===== src/design/ddrp_pkg.sv =====
// ----------------------------------------------------------------------------
// ddrp_pkg: shared types and constants of the differential drive ramp
// Register map, reset values, controller states and the command bundle
// that the controller hands to the datapath.
// ----------------------------------------------------------------------------
`default_nettype none

package ddrp_pkg;

  // Register indexes (byte address is four times the index).
  localparam logic [2:0] REG_RAMP_STEP        = 3'd0;
  localparam logic [2:0] REG_DEAD_OFFSET      = 3'd1;
  localparam logic [2:0] REG_DUTY_PER_PERCENT = 3'd2;
  localparam logic [2:0] REG_SPEED_GAIN       = 3'd3;
  localparam logic [2:0] REG_HALF_WHEEL_BASE  = 3'd4;

  localparam logic [14:0] RST_RAMP_STEP        = 15'd256;
  localparam logic [11:0] RST_DEAD_OFFSET      = 12'd20;
  localparam logic [7:0]  RST_DUTY_PER_PERCENT = 8'd40;
  localparam logic [15:0] RST_SPEED_GAIN       = 16'd256;
  localparam logic [15:0] RST_HALF_WHEEL_BASE  = 16'd8192;

  typedef struct packed {
    logic [14:0] ramp_step;
    logic [11:0] dead_offset;
    logic [7:0]  duty_per_percent;
    logic [15:0] speed_gain;
    logic [15:0] half_wheel_base;
  } cfg_t;

  typedef enum logic [3:0] {
    S_IDLE,
    S_ANG,
    S_MIX,
    S_RLO,
    S_RHI,
    S_RTGT,
    S_LHI,
    S_LTGT,
    S_RAMP,
    S_DR,
    S_DL,
    S_DONE
  } state_t;

  // Operand selection of the shared multiplier.
  typedef enum logic [2:0] {
    MUL_NONE,
    MUL_ANG,
    MUL_RLO,
    MUL_RHI,
    MUL_LLO,
    MUL_LHI,
    MUL_DUTY_R,
    MUL_DUTY_L
  } mul_sel_t;

  typedef struct packed {
    logic     latch_in;
    mul_sel_t mul_sel;
    logic     mix_ld;
    logic     acc_ld;
    logic     rtgt_ld;
    logic     ltgt_ld;
    logic     ramp_ld;
    logic     dr_ld;
    logic     out_ld;
  } cmd_t;

endpackage

`default_nettype wire


===== src/design/ddrp_ctrl.sv =====
// ----------------------------------------------------------------------------
// ddrp_ctrl: sequencer of the differential drive ramp
// Steps one word at a time through mixing, ramping and duty computation
// and owns the handshakes of both stream channels.
// ----------------------------------------------------------------------------
`default_nettype none

module ddrp_ctrl import ddrp_pkg::*; (
  input  wire  clk,
  input  wire  rst_n,
  input  wire  in_tvalid,
  input  wire  in_cmd,
  output logic in_tready,
  output logic out_tvalid,
  input  wire  out_tready,
  output cmd_t cmd
);

  state_t state_r, state_nxt;
  logic   out_valid_r, out_valid_nxt;

  always_ff @(posedge clk) begin
    if (!rst_n) begin
      state_r     <= S_IDLE;
      out_valid_r <= 1'b0;
    end else begin
      state_r     <= state_nxt;
      out_valid_r <= out_valid_nxt;
    end
  end

  always_comb begin
    state_nxt     = state_r;
    cmd           = '0;
    cmd.mul_sel   = MUL_NONE;
    in_tready     = 1'b0;
    out_valid_nxt = out_valid_r && !out_tready;
    case (state_r)
      S_IDLE: begin
        in_tready = 1'b1;
        if (in_tvalid) begin
          cmd.latch_in = 1'b1;
          state_nxt    = in_cmd ? S_ANG : S_RAMP;
        end
      end
      S_ANG: begin
        cmd.mul_sel = MUL_ANG;
        state_nxt   = S_MIX;
      end
      S_MIX: begin
        cmd.mix_ld = 1'b1;
        state_nxt  = S_RLO;
      end
      S_RLO: begin
        cmd.mul_sel = MUL_RLO;
        state_nxt   = S_RHI;
      end
      S_RHI: begin
        cmd.acc_ld  = 1'b1;
        cmd.mul_sel = MUL_RHI;
        state_nxt   = S_RTGT;
      end
      S_RTGT: begin
        cmd.rtgt_ld = 1'b1;
        cmd.mul_sel = MUL_LLO;
        state_nxt   = S_LHI;
      end
      S_LHI: begin
        cmd.acc_ld  = 1'b1;
        cmd.mul_sel = MUL_LHI;
        state_nxt   = S_LTGT;
      end
      S_LTGT: begin
        cmd.ltgt_ld = 1'b1;
        cmd.mul_sel = MUL_DUTY_R;
        state_nxt   = S_DL;
      end
      S_RAMP: begin
        cmd.ramp_ld = 1'b1;
        state_nxt   = S_DR;
      end
      S_DR: begin
        cmd.mul_sel = MUL_DUTY_R;
        state_nxt   = S_DL;
      end
      S_DL: begin
        cmd.dr_ld   = 1'b1;
        cmd.mul_sel = MUL_DUTY_L;
        state_nxt   = S_DONE;
      end
      S_DONE: begin
        // The result register is free once its word has been taken.
        if (!out_valid_r || out_tready) begin
          cmd.out_ld    = 1'b1;
          out_valid_nxt = 1'b1;
          state_nxt     = S_IDLE;
        end
      end
      default: begin
        state_nxt = S_IDLE;
      end
    endcase
  end

  assign out_tvalid = out_valid_r;

endmodule

`default_nettype wire


===== src/design/ddrp_datapath.sv =====
// ----------------------------------------------------------------------------
// ddrp_datapath: arithmetic of the differential drive ramp
// One shared 18x18 signed multiplier with a registered product, the wheel
// speed and target registers, the ramp adders and the result register.
// ----------------------------------------------------------------------------
`default_nettype none

module ddrp_datapath import ddrp_pkg::*; (
  input  wire         clk,
  input  wire         rst_n,
  input  cmd_t        cmd,
  input  cfg_t        cfg,
  input  wire  [15:0] in_linear,
  input  wire  [15:0] in_angular,
  output logic [95:0] out_data
);

  logic [15:0] lin_r, ang_r;
  logic [33:0] mr_r, ml_r;
  logic [35:0] prod_r, acc_r;
  logic [15:0] rcur_r, lcur_r, rtgt_r, ltgt_r;
  logic [15:0] rdp_r, rds_r;
  logic [95:0] out_r;

  logic signed [17:0] mul_a, mul_b;
  logic signed [35:0] mul_p;
  logic [16:0]        rmag, lmag;
  logic [15:0]        tgt_sat;
  logic [15:0]        rnew, lnew;
  logic [15:0]        ldp, lds, rdp, rds;

  function automatic logic [16:0] mag17(input logic [15:0] s);
    logic [16:0] e;
    e = {s[15], s};
    return s[15] ? (17'd0 - e) : e;
  endfunction

  function automatic logic [15:0] ramp_to(input logic [15:0] cur, input logic [15:0] tgt,
                                          input logic [14:0] step);
    logic signed [17:0] c, t, up, dn;
    c  = {{2{cur[15]}}, cur};
    t  = {{2{tgt[15]}}, tgt};
    up = c + $signed({3'b000, step});
    dn = c - $signed({3'b000, step});
    if (c < t) begin
      return (up < t) ? up[15:0] : tgt;
    end else if (c > t) begin
      return (dn > t) ? dn[15:0] : tgt;
    end
    return cur;
  endfunction

  // Scaled magnitude plus dead offset, saturated to 16 bits.
  function automatic logic [15:0] duty_of(input logic [15:0] scaled, input logic [11:0] dead);
    logic [16:0] d;
    d = {1'b0, scaled} + {5'b00000, dead};
    return d[16] ? 16'hFFFF : d[15:0];
  endfunction

  assign rmag = mag17(rcur_r);
  assign lmag = mag17(lcur_r);

  always_comb begin
    mul_a = '0;
    mul_b = '0;
    case (cmd.mul_sel)
      MUL_ANG: begin
        mul_a = {{2{ang_r[15]}}, ang_r};
        mul_b = {2'b00, cfg.half_wheel_base};
      end
      MUL_RLO: begin
        mul_a = {1'b0, mr_r[16:0]};
        mul_b = {2'b00, cfg.speed_gain};
      end
      MUL_RHI: begin
        mul_a = {mr_r[33], mr_r[33:17]};
        mul_b = {2'b00, cfg.speed_gain};
      end
      MUL_LLO: begin
        mul_a = {1'b0, ml_r[16:0]};
        mul_b = {2'b00, cfg.speed_gain};
      end
      MUL_LHI: begin
        mul_a = {ml_r[33], ml_r[33:17]};
        mul_b = {2'b00, cfg.speed_gain};
      end
      MUL_DUTY_R: begin
        mul_a = {1'b0, rmag};
        mul_b = {10'd0, cfg.duty_per_percent};
      end
      MUL_DUTY_L: begin
        mul_a = {1'b0, lmag};
        mul_b = {10'd0, cfg.duty_per_percent};
      end
      default: begin
        mul_a = '0;
        mul_b = '0;
      end
    endcase
  end

  assign mul_p = mul_a * mul_b;

  // Target = floor(gain * mix / 2^28): the high partial product sits 17 bits
  // up on the low one, and the arithmetic shift floors toward minus infinity.
  always_comb begin
    logic signed [53:0] hi_ext, lo_ext, sum;
    logic signed [25:0] q;
    hi_ext = $signed({prod_r[35], prod_r, 17'd0});
    lo_ext = $signed({{18{acc_r[35]}}, acc_r});
    sum    = hi_ext + lo_ext;
    q      = sum[53:28];
    if (q > 26'sd32767) begin
      tgt_sat = 16'h7FFF;
    end else if (q < -26'sd32768) begin
      tgt_sat = 16'h8000;
    end else begin
      tgt_sat = q[15:0];
    end
  end

  assign rnew = ramp_to(rcur_r, rtgt_r, cfg.ramp_step);
  assign lnew = ramp_to(lcur_r, ltgt_r, cfg.ramp_step);

  // The product register holds floor(|speed| * duty_per_percent) here.
  always_comb begin
    logic [15:0] d;
    d   = duty_of(prod_r[23:8], cfg.dead_offset);
    rdp = rcur_r[15] ? {4'd0, cfg.dead_offset} : d;
    rds = rcur_r[15] ? d : {4'd0, cfg.dead_offset};
    ldp = lcur_r[15] ? {4'd0, cfg.dead_offset} : d;
    lds = lcur_r[15] ? d : {4'd0, cfg.dead_offset};
  end

  always_ff @(posedge clk) begin
    if (!rst_n) begin
      rcur_r <= '0;
      lcur_r <= '0;
      rtgt_r <= '0;
      ltgt_r <= '0;
    end else begin
      if (cmd.ramp_ld) begin
        rcur_r <= rnew;
        lcur_r <= lnew;
      end
      if (cmd.rtgt_ld) rtgt_r <= tgt_sat;
      if (cmd.ltgt_ld) ltgt_r <= tgt_sat;
    end
  end

  always_ff @(posedge clk) begin
    if (cmd.latch_in) begin
      lin_r <= in_linear;
      ang_r <= in_angular;
    end
    if (cmd.mul_sel != MUL_NONE) prod_r <= mul_p;
    if (cmd.mix_ld) begin
      mr_r <= {{2{lin_r[15]}}, lin_r, 16'h0000} + prod_r[33:0];
      ml_r <= {{2{lin_r[15]}}, lin_r, 16'h0000} - prod_r[33:0];
    end
    if (cmd.acc_ld) acc_r <= prod_r;
    if (cmd.dr_ld) begin
      rdp_r <= rdp;
      rds_r <= rds;
    end
    if (cmd.out_ld) out_r <= {lds, ldp, rds_r, rdp_r, lcur_r, rcur_r};
  end

  assign out_data = out_r;

endmodule

`default_nettype wire


===== src/design/diff_drive_ramp_pwm.sv =====
// ----------------------------------------------------------------------------
// diff_drive_ramp_pwm: two-wheel speed ramp with H-bridge duty output
// Register file and wiring of the controller and the datapath.
// ----------------------------------------------------------------------------
// A word with tuser high sets both wheel targets from a linear and an
// angular speed; a word with tuser low moves each wheel one ramp step toward
// its target. Every word gives one result word with both current speeds and
// the four bridge duty counts. The block takes one word at a time: the next
// word is accepted only after the result of the last one has been loaded
// into the output register. The single shared multiplier serves the mixing
// product, the two gain products per wheel and the two duty products one
// after the other. The next word is taken while a result still waits in the
// output register. Registers are to be written over the APB port only while
// the block is idle; the user is bound to this, the block does not enforce it.
// pready is always high.
`default_nettype none

module diff_drive_ramp_pwm import ddrp_pkg::*; (
  input  wire         clk,
  input  wire         rst_n,
  input  wire         in_tvalid,
  output logic        in_tready,
  input  wire  [31:0] in_tdata,   // linear_speed [15:0], angular_speed [31:16]
  input  wire         in_tuser,   // cmd: 0 tick, 1 set polar targets
  output logic        out_tvalid,
  input  wire         out_tready,
  output logic [95:0] out_tdata,  // right_speed, left_speed, right_duty_primary,
                                  // right_duty_secondary, left_duty_primary,
                                  // left_duty_secondary (16 bits each, low first)
  input  wire         cfg_psel,
  input  wire         cfg_penable,
  input  wire         cfg_pwrite,
  input  wire  [4:0]  cfg_paddr,
  input  wire  [31:0] cfg_pwdata,
  output logic [31:0] cfg_prdata,
  output logic        cfg_pready
);

  cfg_t        cfg_r;
  cmd_t        cmd;
  logic        wr_en;
  logic [2:0]  reg_idx;

  assign cfg_pready = 1'b1;
  assign reg_idx    = cfg_paddr[4:2];
  assign wr_en      = cfg_psel && cfg_penable && cfg_pwrite && cfg_pready;

  always_ff @(posedge clk) begin
    if (!rst_n) begin
      cfg_r.ramp_step        <= RST_RAMP_STEP;
      cfg_r.dead_offset      <= RST_DEAD_OFFSET;
      cfg_r.duty_per_percent <= RST_DUTY_PER_PERCENT;
      cfg_r.speed_gain       <= RST_SPEED_GAIN;
      cfg_r.half_wheel_base  <= RST_HALF_WHEEL_BASE;
    end else if (wr_en) begin
      case (reg_idx)
        REG_RAMP_STEP:        cfg_r.ramp_step        <= cfg_pwdata[14:0];
        REG_DEAD_OFFSET:      cfg_r.dead_offset      <= cfg_pwdata[11:0];
        REG_DUTY_PER_PERCENT: cfg_r.duty_per_percent <= cfg_pwdata[7:0];
        REG_SPEED_GAIN:       cfg_r.speed_gain       <= cfg_pwdata[15:0];
        REG_HALF_WHEEL_BASE:  cfg_r.half_wheel_base  <= cfg_pwdata[15:0];
        default: ;
      endcase
    end
  end

  always_comb begin
    case (reg_idx)
      REG_RAMP_STEP:        cfg_prdata = {17'd0, cfg_r.ramp_step};
      REG_DEAD_OFFSET:      cfg_prdata = {20'd0, cfg_r.dead_offset};
      REG_DUTY_PER_PERCENT: cfg_prdata = {24'd0, cfg_r.duty_per_percent};
      REG_SPEED_GAIN:       cfg_prdata = {16'd0, cfg_r.speed_gain};
      REG_HALF_WHEEL_BASE:  cfg_prdata = {16'd0, cfg_r.half_wheel_base};
      default:              cfg_prdata = 32'd0;
    endcase
  end

  ddrp_ctrl u_ctrl (
    .clk        (clk),
    .rst_n      (rst_n),
    .in_tvalid  (in_tvalid),
    .in_cmd     (in_tuser),
    .in_tready  (in_tready),
    .out_tvalid (out_tvalid),
    .out_tready (out_tready),
    .cmd        (cmd)
  );

  ddrp_datapath u_dp (
    .clk        (clk),
    .rst_n      (rst_n),
    .cmd        (cmd),
    .cfg        (cfg_r),
    .in_linear  (in_tdata[15:0]),
    .in_angular (in_tdata[31:16]),
    .out_data   (out_tdata)
  );

endmodule

`default_nettype wire


===== config.mk =====
export PLATFORM = sky130hd
export DESIGN_NAME = diff_drive_ramp_pwm
export DESIGN_NICKNAME = d
export VERILOG_FILES = /design/src/design/ddrp_pkg.sv /design/src/design/ddrp_ctrl.sv /design/src/design/ddrp_datapath.sv /design/src/design/diff_drive_ramp_pwm.sv
export SDC_FILE = /design/constraint.sdc
export NUM_CORES = 2
export LEC_CHECK = 0
export BUFFER_PORTS_ARGS = -buffer_cell sky130_fd_sc_hd__buf_2
export CORE_MARGIN = 2
export CORE_UTILIZATION = 60
export DETAILED_ROUTE_END_ITERATION = 10
export GPL_TIMING_DRIVEN = 1
export MAX_ROUTING_LAYER = met4
export PLACE_DENSITY = 0.77
export SYNTH_ARGS = -nofsm -noshare
export SYNTH_HDL_FRONTEND = slang
export SYNTH_HIERARCHICAL = 1
export SYNTH_SLANG_ARGS = --single-unit

===== constraint.sdc =====
create_clock -name clk -period 12.6 [get_ports clk]
set_input_delay 0.63 -clock clk [delete_from_list [all_inputs] [get_ports clk]]
set_output_delay 0.63 -clock clk [all_outputs]
set_load 0.02 [all_outputs]

==> report_table.html <==
<table>
<tr><th>Metric</th><th>Value</th></tr>
<tr><th colspan="2">Global route</th></tr>
<tr><td>Overflow after GRT</td><td>0</td></tr>
<tr><td>Initial antenna violation count</td><td>2</td></tr>
<tr><td>Vias in the first global route</td><td>29.4k</td></tr>
<tr><td>Fraction of met3 tracks used by global routing</td><td>5.43%</td></tr>
<tr><td>Met1 global-route usage</td><td>44.0%</td></tr>
<tr><td>Fraction of met2 tracks used by global routing</td><td>53.7%</td></tr>
<tr><td>Maximum number of pins on one net before global-route repair</td><td>92</td></tr>
<tr><td>Global-route wire length before repair</td><td>169 mm</td></tr>
<tr><td>Overall routing resource usage</td><td>34.4%</td></tr>
<tr><td>Most utilized layer in the global route result</td><td>met2</td></tr>
<tr><th colspan="2">Logic synthesis</th></tr>
<tr><td>EDFF count, synth</td><td>280</td></tr>
<tr><td>Count of yosys warnings during synthesis</td><td>6</td></tr>
<tr><td>Post-synthesis instance total</td><td>4046</td></tr>
<tr><td>Top FF cell, synth</td><td>sky130_fd_sc_hd__edfxtp_1</td></tr>
<tr><td>Post-synthesis xor/xnor area fraction</td><td>4.68%</td></tr>
<tr><td>Number of library cell types mapped by synthesis</td><td>92</td></tr>
<tr><td>Seq cells post-synth</td><td>416</td></tr>
<tr><td>Post-synthesis share of cell area spent on full adders, half adders and majority gates</td><td>26.8%</td></tr>
<tr><td>Share of cell area taken by muxes after synthesis</td><td>3.75%</td></tr>
<tr><td>Synthesized area per cell</td><td>9.39 µm²</td></tr>
<tr><td>Complex-gate fraction of the synthesized area</td><td>13.7%</td></tr>
<tr><td>Mapped Area</td><td>0.0380 mm²</td></tr>
<tr><td>Dominant combinational cell family by area after synthesis</td><td>adder cells</td></tr>
<tr><td>Post-synthesis share of cell area spent on and, or, nand and nor gates</td><td>14.0%</td></tr>
<tr><td>Proportion of synthesized chip area in sequential cells</td><td>29.3%</td></tr>
<tr><td>Share of async-settable or async-resettable flops after synthesis</td><td>0%</td></tr>
<tr><th colspan="2">Critical path</th></tr>
<tr><td>Arrival time at the worst endpoint</td><td>11.51 ns</td></tr>
<tr><td>Highest cell delay on the worst timing path</td><td>0.88 ns</td></tr>
<tr><td>Endpoint kind of the worst setup timing path</td><td>register</td></tr>
<tr><td>Crit path max fanout</td><td>18</td></tr>
<tr><td>Critical-path cell with the highest stage delay</td><td>sky130_fd_sc_hd__a221oi_1</td></tr>
<tr><td>Count of buffering cells on the critical path with inverters included</td><td>7</td></tr>
<tr><td>Startpoint Class</td><td>register</td></tr>
<tr><td>Gate family responsible for the most delay along the worst path</td><td>compound AO/OA/AOI/OAI gates</td></tr>
<tr><td>Crit Path Category</td><td>register to register</td></tr>
<tr><td>Required @ worst endpoint</td><td>12.95 ns</td></tr>
<tr><th colspan="2">Floorplanning</th></tr>
<tr><td>Floorplan die width</td><td>256 µm</td></tr>
<tr><td>Starting density of the core</td><td>60.4%</td></tr>
<tr><td>Boundary Pins</td><td>208</td></tr>
<tr><td>Vert. Die Dim</td><td>256 µm</td></tr>
<tr><td>Core Area</td><td>0.0629 mm²</td></tr>
<tr><td>Standard-cell rows</td><td>92</td></tr>
<tr><td>DIE AREA</td><td>0.0653 mm²</td></tr>
<tr><th colspan="2">Timing</th></tr>
<tr><td>Aggregate negative setup slack</td><td>0 ns</td></tr>
<tr><td>Transition time at the pin with the least slew margin</td><td>1.19 ns</td></tr>
<tr><td>Max-slew violations</td><td>0</td></tr>
<tr><td>Count of final setup violators</td><td>0</td></tr>
<tr><td>Maximum clock frequency</td><td>89.6 MHz</td></tr>
<tr><td>Unrepaired setup endpoints after global routing</td><td>false</td></tr>
<tr><td>Relative slew slack</td><td>20.2%</td></tr>
<tr><td>Final period utilization</td><td>88.6%</td></tr>
<tr><td>Final Hold Viols</td><td>0</td></tr>
<tr><td>Final Skew</td><td>0.0560 ns</td></tr>
<tr><td>Shortest clock period the worst path allows after layout</td><td>11.16 ns</td></tr>
<tr><th colspan="2">Drt</th></tr>
<tr><td>Vias per Instance</td><td>6.08</td></tr>
<tr><td>Avg WL per Cell</td><td>21.8 µm</td></tr>
<tr><td>Number of vias in the routed layout</td><td>30.5k</td></tr>
<tr><td>Antenna Nets Post-Route</td><td>0</td></tr>
<tr><td>WL final</td><td>110 mm</td></tr>
<tr><td>Count of unresolved DRC violations after routing</td><td>0</td></tr>
<tr><td>DRC violation total after the first TritonRoute iteration</td><td>2892</td></tr>
<tr><td>First-pass iteration count of the detailed router</td><td>6</td></tr>
<tr><th colspan="2">Run status</th></tr>
<tr><td>Run status</td><td>finished, final reports clean</td></tr>
<tr><th colspan="2">Clock tree</th></tr>
<tr><td>Clock-pin transition on the worst setup and hold timing paths</td><td>0.06 ns</td></tr>
<tr><td>CTS Root Cell</td><td>sky130_fd_sc_hd__clkbuf_16</td></tr>
<tr><td>CTS tree</td><td>yes</td></tr>
<tr><td>Clock tree buffer depth</td><td>3</td></tr>
<tr><td>Number of buffers inserted for hold repair after clock tree synthesis</td><td>0</td></tr>
<tr><td>Total clock buffers created by CTS</td><td>47</td></tr>
<tr><td>Post-CTS Repair Setup Buffers</td><td>0</td></tr>
<tr><td>Number of sinks handled by clock tree synthesis</td><td>416</td></tr>
<tr><td>Insertion delay to the later sink of the worst-skew pair</td><td>0.63 ns</td></tr>
<tr><td>H-tree levels</td><td>2</td></tr>
<tr><td>Post-cts repair resize count</td><td>0</td></tr>
<tr><th colspan="2">Pwr</th></tr>
<tr><td>Worst VDD drop</td><td>164 µV</td></tr>
<tr><td>P_leak</td><td>0.0181 µW</td></tr>
<tr><td>Total power density per cell area</td><td>140 mW/mm²</td></tr>
<tr><th colspan="2">Final layout</th></tr>
<tr><td>Relative area change from synthesis to final layout</td><td>8.29%</td></tr>
<tr><td>Count of non-filler cells in the finished layout</td><td>5019</td></tr>
<tr><td>Multi-input combinational cell area</td><td>0.0240 mm²</td></tr>
<tr><td>Filler Cells Inserted</td><td>5149</td></tr>
<tr><td>Ratio of cells with drive above 1 in the final layout</td><td>10.0%</td></tr>
<tr><td>Area occupied by registers</td><td>0.0111 mm²</td></tr>
<tr><td># nets final</td><td>4842</td></tr>
<tr><th colspan="2">Place</th></tr>
<tr><td>Placed wire-length estimate</td><td>85.1 mm</td></tr>
<tr><td>Number of cells in the design after placement</td><td>4929</td></tr>
<tr><td>Number of input and output port buffers inserted</td><td>172</td></tr>
<tr><td>Gp weighted congestion</td><td>1.01</td></tr>
<tr><th colspan="2">Hold path</th></tr>
<tr><td>Worst hold-check path type</td><td>input pin to register</td></tr>
<tr><th colspan="2">Job</th></tr>
<tr><td>Count of max-cap constraint violations</td><td>0</td></tr>
</table>
## worst reg2reg max path: cells and delay by family, from the launching register on
kind	cells	cell delay, ns
and+or+nand+nor	4	0.70
xor gates and xnor gates	1	0.09
buffers and inverters	7	1.00
DFF	1	0.79
adders and majority gates	8	4.09
AOI/OAI and AO/OA	10	4.25
## sequential cells by signal, summed over array words and instances (netlist names), 16 cells and up
register	count
u_dp/out_data	96
cfg_r	67
u_dp/prod_r	35
u_dp/mr_r	34
u_dp/ml_r	33
u_dp/acc_r	18
u_dp/ang_r	16
u_dp/lcur_r	16
u_dp/lin_r	16
u_dp/ltgt_r	16
u_dp/rcur_r	16
u_dp/rdp_r	16
u_dp/rds_r	16
u_dp/rtgt_r	16
## placed cells by master (no fill, tap or decap), types with 23 or more instances in the layout
cell / n
sky130_fd_sc_hd__edfxtp_1: 280
sky130_fd_sc_hd__buf_2: 171
sky130_fd_sc_hd__a21oi_1: 180
sky130_fd_sc_hd__fa_1: 299
sky130_fd_sc_hd__a21o_1: 46
sky130_fd_sc_hd__inv_1: 539
sky130_fd_sc_hd__nand2_1: 392
sky130_fd_sc_hd__dfxtp_1: 134
sky130_fd_sc_hd__clkbuf_16: 48
sky130_fd_sc_hd__nand3_1: 57
sky130_fd_sc_hd__or2_2: 23
sky130_fd_sc_hd__mux2_2: 36
sky130_fd_sc_hd__nor2_1: 329
sky130_fd_sc_hd__ha_1: 334
sky130_fd_sc_hd__a22oi_1: 63
sky130_fd_sc_hd__or3_1: 25
sky130_fd_sc_hd__nor3_1: 92
sky130_fd_sc_hd__o22ai_1: 32
sky130_fd_sc_hd__nor2b_1: 50
sky130_fd_sc_hd__o21ai_0: 122
sky130_fd_sc_hd__xnor2_1: 135
sky130_fd_sc_hd__nand2b_1: 49
sky130_fd_sc_hd__mux2i_1: 102
sky130_fd_sc_hd__buf_4: 55
sky130_fd_sc_hd__xor2_1: 68
sky130_fd_sc_hd__a31oi_1: 40
sky130_fd_sc_hd__a41oi_1: 34
sky130_fd_sc_hd__o21a_1: 24
## synth_stat cells, drive strengths merged, types with 9 or more instances
library cell    n  area share (%)
or2            25            0.41
and3           20            0.33
a21boi          9            0.18
a221oi         11            0.27
o21ai         132             1.7
o41ai          10            0.23
xor2           68             1.6
buf            53            0.94
edfxtp        280              22
xnor2         135             3.1
a22oi          63             1.2
nand2         392             3.9
a211o          10            0.23
or3            25            0.41
nand3          77             1.3
o31ai          23            0.53
nor4           11            0.21
nor2          332             3.3
fa            299              16
ha            334              11
mux2           36             1.1
a41oi          34            0.78
mux2i         102             2.7
inv           539             5.3
nand4          16            0.28
and2           21            0.35
dfxtp         136             7.2
a2111oi        19            0.49
nor3           94             1.3
clkbuf        151             1.5
o21bai         19            0.38
o21a           24            0.47
a21oi         181             2.4
a21o           46            0.91
o22ai          34            0.56
a31oi          40            0.66
nand2b         49            0.81
nor2b          51            0.84
a211oi         17            0.38
## logic make-up (layout without fill, tap and decap cells)
kind of cell,Yosys count,in the layout
AND/OR/NAND/NOR,1144,1144
AO/OA/AOI/OAI,765,765
buffers and inverters,745,853
adder cells (fa/ha/maj),633,633
flip-flops,416,416
XOR/XNOR,203,203
multiplexers,138,138
other,2,21
## routing by layer
layer | routed length, µm | vias up
met2 | 50800 | 1384
met5 | 0 | -
met3 | 9610 | 293
met1 | 43100 | 14900
met4 | 6090 | 0
li1 | - | 14000
## power by group
part | internal [µW] | leakage (µW) | switching (µW)
logic | 950 | 0.0136 | 1620
registers | 1590 | 0.00367 | 183
clock network | 809 | 0.000771 | 607
total | 3350 | 0.0181 | 2410
## path summary, 6_finish.rpt
| path | depth (start not counted) | slack (ns) | to | from |
|---|---|---|---|---|
| setup / recovery | 30 | 1.44 | u_dp/prod_r[33]$_DFFE_PP_ | u_ctrl/state_r[0]$_SDFFE_PN0P_ |
| hold / removal | 1 | 0.19 | u_dp/lin_r[7]$_DFFE_PP_ | in_tdata[7] |
| setup reg to reg | 30 | 1.44 | u_dp/prod_r[33]$_DFFE_PP_ | u_ctrl/state_r[0]$_SDFFE_PN0P_ |
| hold reg to reg | 0 | 0.42 | u_dp/out_data[51]$_DFFE_PP_ | u_dp/rds_r[3]$_DFFE_PP_ |
## cell type report
| cell class | instances | share of cell area, % |
|---|---|---|
| multi-input combinational | 2900 | 58.5 |
| timing repair buffer | 226 | 3.08 |
| sequential | 416 | 27.1 |
| clock buffer | 59 | 3.09 |
| antenna | 4 | 0.0243 |
| tap | 846 | 2.57 |
| clock inverter | 27 | 0.773 |
| inverter | 541 | 4.94 |
## per-stage QoR
step	hold slack (ns)	util, %	worst slack [ns]	total power [µW]	instance area, µm²
finish	0.192	65.5	1.44	5760	41100
global route	0.167	65.4	0.862	6090	41100
CTS	0.168	65.4	1.59	5720	41100
detailed placement	0.405	62.9	1.62	4300	39500
global placement	0.402	62.9	1.77	4280	39500
floorplan	0.400	-	3.52	3570	38000
(Power assumes the default switching activity.)
